===== config.mk =====
export PLATFORM = sky130hd
export DESIGN_NAME = pyaw_sqrt_step
export DESIGN_NICKNAME = d
export VERILOG_FILES = /design/src/hw/rtl/pyaw_pkg.sv /design/src/hw/rtl/pyaw_sqrt_step.sv
export SDC_FILE = /design/constraint.sdc
export NUM_CORES = 1
export LEC_CHECK = 0
export ABC_CLOCK_PERIOD_IN_PS = 3200
export BUFFER_PORTS_ARGS = -buffer_cell sky130_fd_sc_hd__buf_2
export CORE_AREA = 2 2 177 179
export DETAILED_ROUTE_END_ITERATION = 12
export DIE_AREA = 0 0 179 181
export GPL_TIMING_DRIVEN = 0
export PLACE_DENSITY = 0.59
export SYNTH_ARGS = -nofsm -noshare
export SYNTH_HDL_FRONTEND = slang
export SYNTH_SLANG_ARGS = --single-unit

===== constraint.sdc =====
create_clock -name clk -period 3.2 [get_ports clk]
set_input_delay 0.64 -clock clk [delete_from_list [all_inputs] [get_ports clk]]
set_output_delay 0.64 -clock clk [all_outputs]
set_load 0.01 [all_outputs]

===== src/hw/rtl/pyaw_pkg.sv =====
package pyaw_pkg;

  // Normalized magnitudes have their leading one at bit NORM_BITS-1.
  localparam int NORM_BITS = 30;
  // Sum of two squares of normalized values, and the square root remainder.
  localparam int SQ_BITS   = 61;
  localparam int REM_BITS  = 63;
  localparam int ROOT_BITS = 31;
  // CORDIC datapath width and angle accumulator fraction bits (degrees).
  localparam int CW        = 34;
  localparam int ACC_FRAC  = 24;

  typedef logic signed [CW-1:0] cval_t;

  // 90 degrees in accumulator units.
  localparam cval_t QUARTER = cval_t'(64'sd1509949440);

  // atan(2^-i) in degrees with ACC_FRAC fraction bits, rounded to nearest.
  localparam cval_t ATAN_TAB [32] = '{
    cval_t'(754974720), cval_t'(445687602), cval_t'(235489088), cval_t'(119537938),
    cval_t'(60000934),  cval_t'(30029717),  cval_t'(15018523),  cval_t'(7509720),
    cval_t'(3754917),   cval_t'(1877466),   cval_t'(938734),    cval_t'(469367),
    cval_t'(234684),    cval_t'(117342),    cval_t'(58671),     cval_t'(29335),
    cval_t'(14668),     cval_t'(7334),      cval_t'(3667),      cval_t'(1833),
    cval_t'(917),       cval_t'(458),       cval_t'(229),       cval_t'(115),
    cval_t'(57),        cval_t'(29),        cval_t'(14),        cval_t'(7),
    cval_t'(4),         cval_t'(2),         cval_t'(1),         cval_t'(0)
  };

  typedef struct packed {
    cval_t x;
    cval_t y;
    cval_t z;
  } lane_t;

  // Words that ride alongside the square root pipeline.
  typedef struct packed {
    logic signed [NORM_BITS:0] pz;
    lane_t                     yl;
    logic                      yaw_zero;
  } side_t;

  // Words inside the CORDIC pipeline.
  typedef struct packed {
    lane_t pl;
    lane_t yl;
    logic  r_zero;
    logic  pz_pos;
    logic  pz_neg;
    logic  yaw_zero;
  } cstage_t;

endpackage


===== src/hw/rtl/pyaw_sqrt_step.sv =====
// One restoring step of the integer square root: decides root bit BIT.
module pyaw_sqrt_step #(
  parameter int BIT = 0
) (
  input  logic                              clk,
  input  logic                              rst_n,
  input  logic                              en,
  input  logic                              in_valid,
  input  logic [pyaw_pkg::REM_BITS-1:0]     in_rem,
  input  logic [pyaw_pkg::ROOT_BITS-1:0]    in_root,
  input  pyaw_pkg::side_t                   in_side,
  output logic                              out_valid_r,
  output logic [pyaw_pkg::REM_BITS-1:0]     out_rem_r,
  output logic [pyaw_pkg::ROOT_BITS-1:0]    out_root_r,
  output pyaw_pkg::side_t                   out_side_r
);

  logic [pyaw_pkg::REM_BITS-1:0]  test;
  logic [pyaw_pkg::REM_BITS-1:0]  rem_nxt;
  logic [pyaw_pkg::ROOT_BITS-1:0] root_nxt;

  // (r + 2^k)^2 - r^2 = r * 2^(k+1) + 2^(2k)
  always_comb begin
    test = ({{(pyaw_pkg::REM_BITS-pyaw_pkg::ROOT_BITS){1'b0}}, in_root} << (BIT + 1))
         + ({{(pyaw_pkg::REM_BITS-1){1'b0}}, 1'b1} << (2 * BIT));
    if (in_rem >= test) begin
      rem_nxt  = in_rem - test;
      root_nxt = in_root | ({{(pyaw_pkg::ROOT_BITS-1){1'b0}}, 1'b1} << BIT);
    end else begin
      rem_nxt  = in_rem;
      root_nxt = in_root;
    end
  end

  always_ff @(posedge clk) begin
    if (!rst_n) begin
      out_valid_r <= 1'b0;
    end else if (en) begin
      out_valid_r <= in_valid;
    end
  end

  always_ff @(posedge clk) begin
    if (en) begin
      out_rem_r  <= rem_nxt;
      out_root_r <= root_nxt;
      out_side_r <= in_side;
    end
  end

endmodule


==> results.yml <==
route:
  finalWirelength_um: 35100
  drt_iter0_drc: 562
  remaining_drc_errors: 0
  via_count: 7998
  post_drt_via_cell_ratio: 4.865
  post_drt_wl_per_cell_um: 21.35
  first_pass_iters: 5
  postRouteAntennaNets: 0
sta:
  fin_skew_ns: 0
  fmax_mhz: 322.7
  finalHoldViolations: 0
  drv_slew: 0
  tightest_slew_ns: 0.8851
  maxSlewHeadroom: 0.4099
  tns_ns: 0
  timing.final.crit_share: 0.9684
  min_period_ns: 3.099
  setup_viol: 0
  setup_ws_ns: 0.1010
  rsz0062_at_grt: "false"
critical_path:
  cp_data_arrival_time_ns: 3.37
  r2r_cells: 2
  cp_max_fo: 10
  crit_path_end_kind: "flip-flop"
  worstSetupStartpointType: "primary input"
  regToRegStartpoint: "out_valid_r"
  startpoint: "in_root[28]"
  r2r-end: "out_valid_r"
  critPathKind: "in -> reg"
  r2r_slack_ns: 2.53
  required_ns: 3.47
die:
  core_area_um2: 30350
  pin_count: 461
  die-area_um2: 32400
  initial_utilization: 0.3378
  die_h_um: 181
  chipWidth_um: 179
  row_count: 64
cells_and_area:
  nets: 1489
  finalInstanceArea_um2: 14070
  syn_to_final_growth_pct: 37.23
  num-fill-cells: 2828
  drive_gt1_frac: 0.4662
synth:
  syn_nets: 995
  synthArstFlopShare: 0
  ys_top_cells_by_count: "edfxtp_1, nor2_1, inv_1"
  synth_cells: 730
  synth_area_um2: 10250
  ys.flop_type: "edfxtp_1"
  synth.distinct_cells: 63
  synth.area.top_cells: "edfxtp_1, ha_1, xor2_1"
  synth_top_area_frac: 0.6678
  yosysTopAreaCell: "edfxtp_1"
  yosysSeqAreaShare: 0.6698
  ys.warnings.count: 0
  synth-edff-count: 228
  yosysMostFrequentCell: "edfxtp_1"
  ys_seq_elements: 229
  syn_area_per_cell_um2: 14.04
global_routing:
  grt.total_usage: 0.2042
  grt_pass1_vias: 7748
  grt_start_max_net_pins: 128
  grt_first_pass_wirelength_um: 48910
  antenna_found_initial: 12
  overflow: 0
hold_path:
  hold_start: "in_side[102]"
  hold_class: "in -> reg"
  whs_endpoint: "out_side_r[102]"
  hold_depth: 1
pwr:
  power.clock.fraction: 0.374
  power_switching_mw: 2.082
  pwr-share-seq: 0.465
  powerDensity_nw_per_um2: 563.2
  combinationalPowerShare: 0.161
  ir_drop_v: 0.0003510
  p_int_mw: 5.842
  switching_share: 0.2627
  leakage_nw: 5.999
  total_power_mw: 7.924
place:
  dp_hpwl_um: 27420
  finalWeightedCongestion: 0.8653
  dp_slack_ns: -0.8742
  io_buffers: 460
  postPlaceCellArea_um2: 13100
clock_tree:
  path_clk_slew_ns: 0.06
  clock_sinks: 229
  cts_max_path_buffers: 3
  cts-root-buf: "clkbuf_16"
  htreeDepth: 1
  insertion_delay_ns: 0.53
  cts_tree: "done"
  tritoncts.num_buffers: 26
job:
  drv_cap: 0
status:
  status: "finished clean"
## final cells by class
type	count	area, um^2	area share
timing repair buffer	466	2390	0.1699
clock buffer	29	683.2	0.04856
multi-input combinational	437	3162	0.2247
buffer	23	143.9	0.01023
inverter	41	153.9	0.01094
sequential	229	6867	0.4880
antenna	4	10.01	0.0007114
tap	396	495.5	0.03522
clock inverter	19	165.2	0.01174
## registers in the layout, indices dropped and copies added (netlist names)
| name | count |
|---|---|
| out_side_r | 134 |
| out_rem_r | 63 |
| out_root_r | 31 |
| out_valid_r | 1 |
## repair_timing
item                                    CTS  global route
hold buffers                              0             0
setup buffers                             1             4
pin swaps                                 1             3
endpoints found under the setup margin   59            43
resized for setup                         9             4
## metrics by stage
step	util	std cells	hold slack (ns)
2_1_floorplan	-	730	0.5383
3_3_place_gp	0.4303	1586	0.4990
3_5_place_dp	0.4315	1587	0.5625
4_1_cts	0.4615	1636	0.2552
5_1_grt	0.4635	1643	0.2556
6_report	0.4636	1644	0.2808
## power by group through the flow
stage / logic [mW] / registers (mW) / clock network [mW]
after floorplan: 0.437 / 3.91 / 0
after global placement: 1.25 / 3.76 / 0
after detailed placement: 1.26 / 3.75 / 0
after CTS: 1.28 / 3.69 / 3.03
after global routing: 1.38 / 3.71 / 3.15
final: 1.28 / 3.68 / 2.96
## routing by layer
metal	global-route usage	vias up	wire length, um	part of all wire
met5	0	-	92	0.0026
met4	0.07610	14	1360	0.039
met3	0.05892	83	3344	0.095
met2	0.3455	352	16930	0.48
met1	0.2449	3792	13370	0.38
li1	-	3757	-	-
## cells by family after synthesis
| family | share of synthesized area |
|---|---|
| compound gates | 0.1011 |
| flops | 0.6698 |
| simple gates | 0.1095 |
| buf+inv | 0.02905 |
| fa+ha+maj | 0.04101 |
| mux | 0.0009764 |
| xor+xnor | 0.04869 |
## worst max-delay path, stage by stage
cell	delay (ns)
buf_2	0.09
inv_1	0.08
ha_1	0.28
buf_2	0.18
nand4_1	0.22
or4_1	0.58
a211oi_2	0.26
o211a_1	0.28
or2_1	0.14
buf_6	0.11
buf_6	0.16
nand4b_1	0.13
xnor2_1	0.19
## how the worst max path moves through the flow
stage               endpoint  slack (ns)  cells after the start
2_1_floorplan  out_rem_r[48]        0.06                     11
3_3_place_gp     out_valid_r       -1.84                      3
3_5_place_dp   out_rem_r[49]       -0.87                     11
4_1_cts         out_rem_r[2]        0.06                     11
5_1_grt        out_rem_r[52]        0.02                     13
6_report       out_rem_r[60]        0.10                     13
## placed cells by master (no fill, tap or decap), types with 5 or more instances in the layout
master,synthesis,layout
a211oi_1,6,5
a21o_1,19,19
a21oi_1,38,38
a21oi_2,20,20
buf_2,9,468
buf_6,6,6
clkbuf_1,7,9
clkbuf_16,0,27
clkinv_2,0,5
edfxtp_1,228,228
ha_1,32,32
inv_1,41,41
nand2_1,38,38
nand2b_1,5,5
nand3_1,8,8
nand4_1,16,16
nor2_1,50,50
nor3_1,13,13
nor3_2,10,10
nor4_1,8,7
o21ai_0,22,21
o21bai_1,8,7
or3_1,8,8
or4_1,10,10
xnor2_1,23,23
xor2_1,34,34
Note: power is estimated with default switching activity, not from simulation.
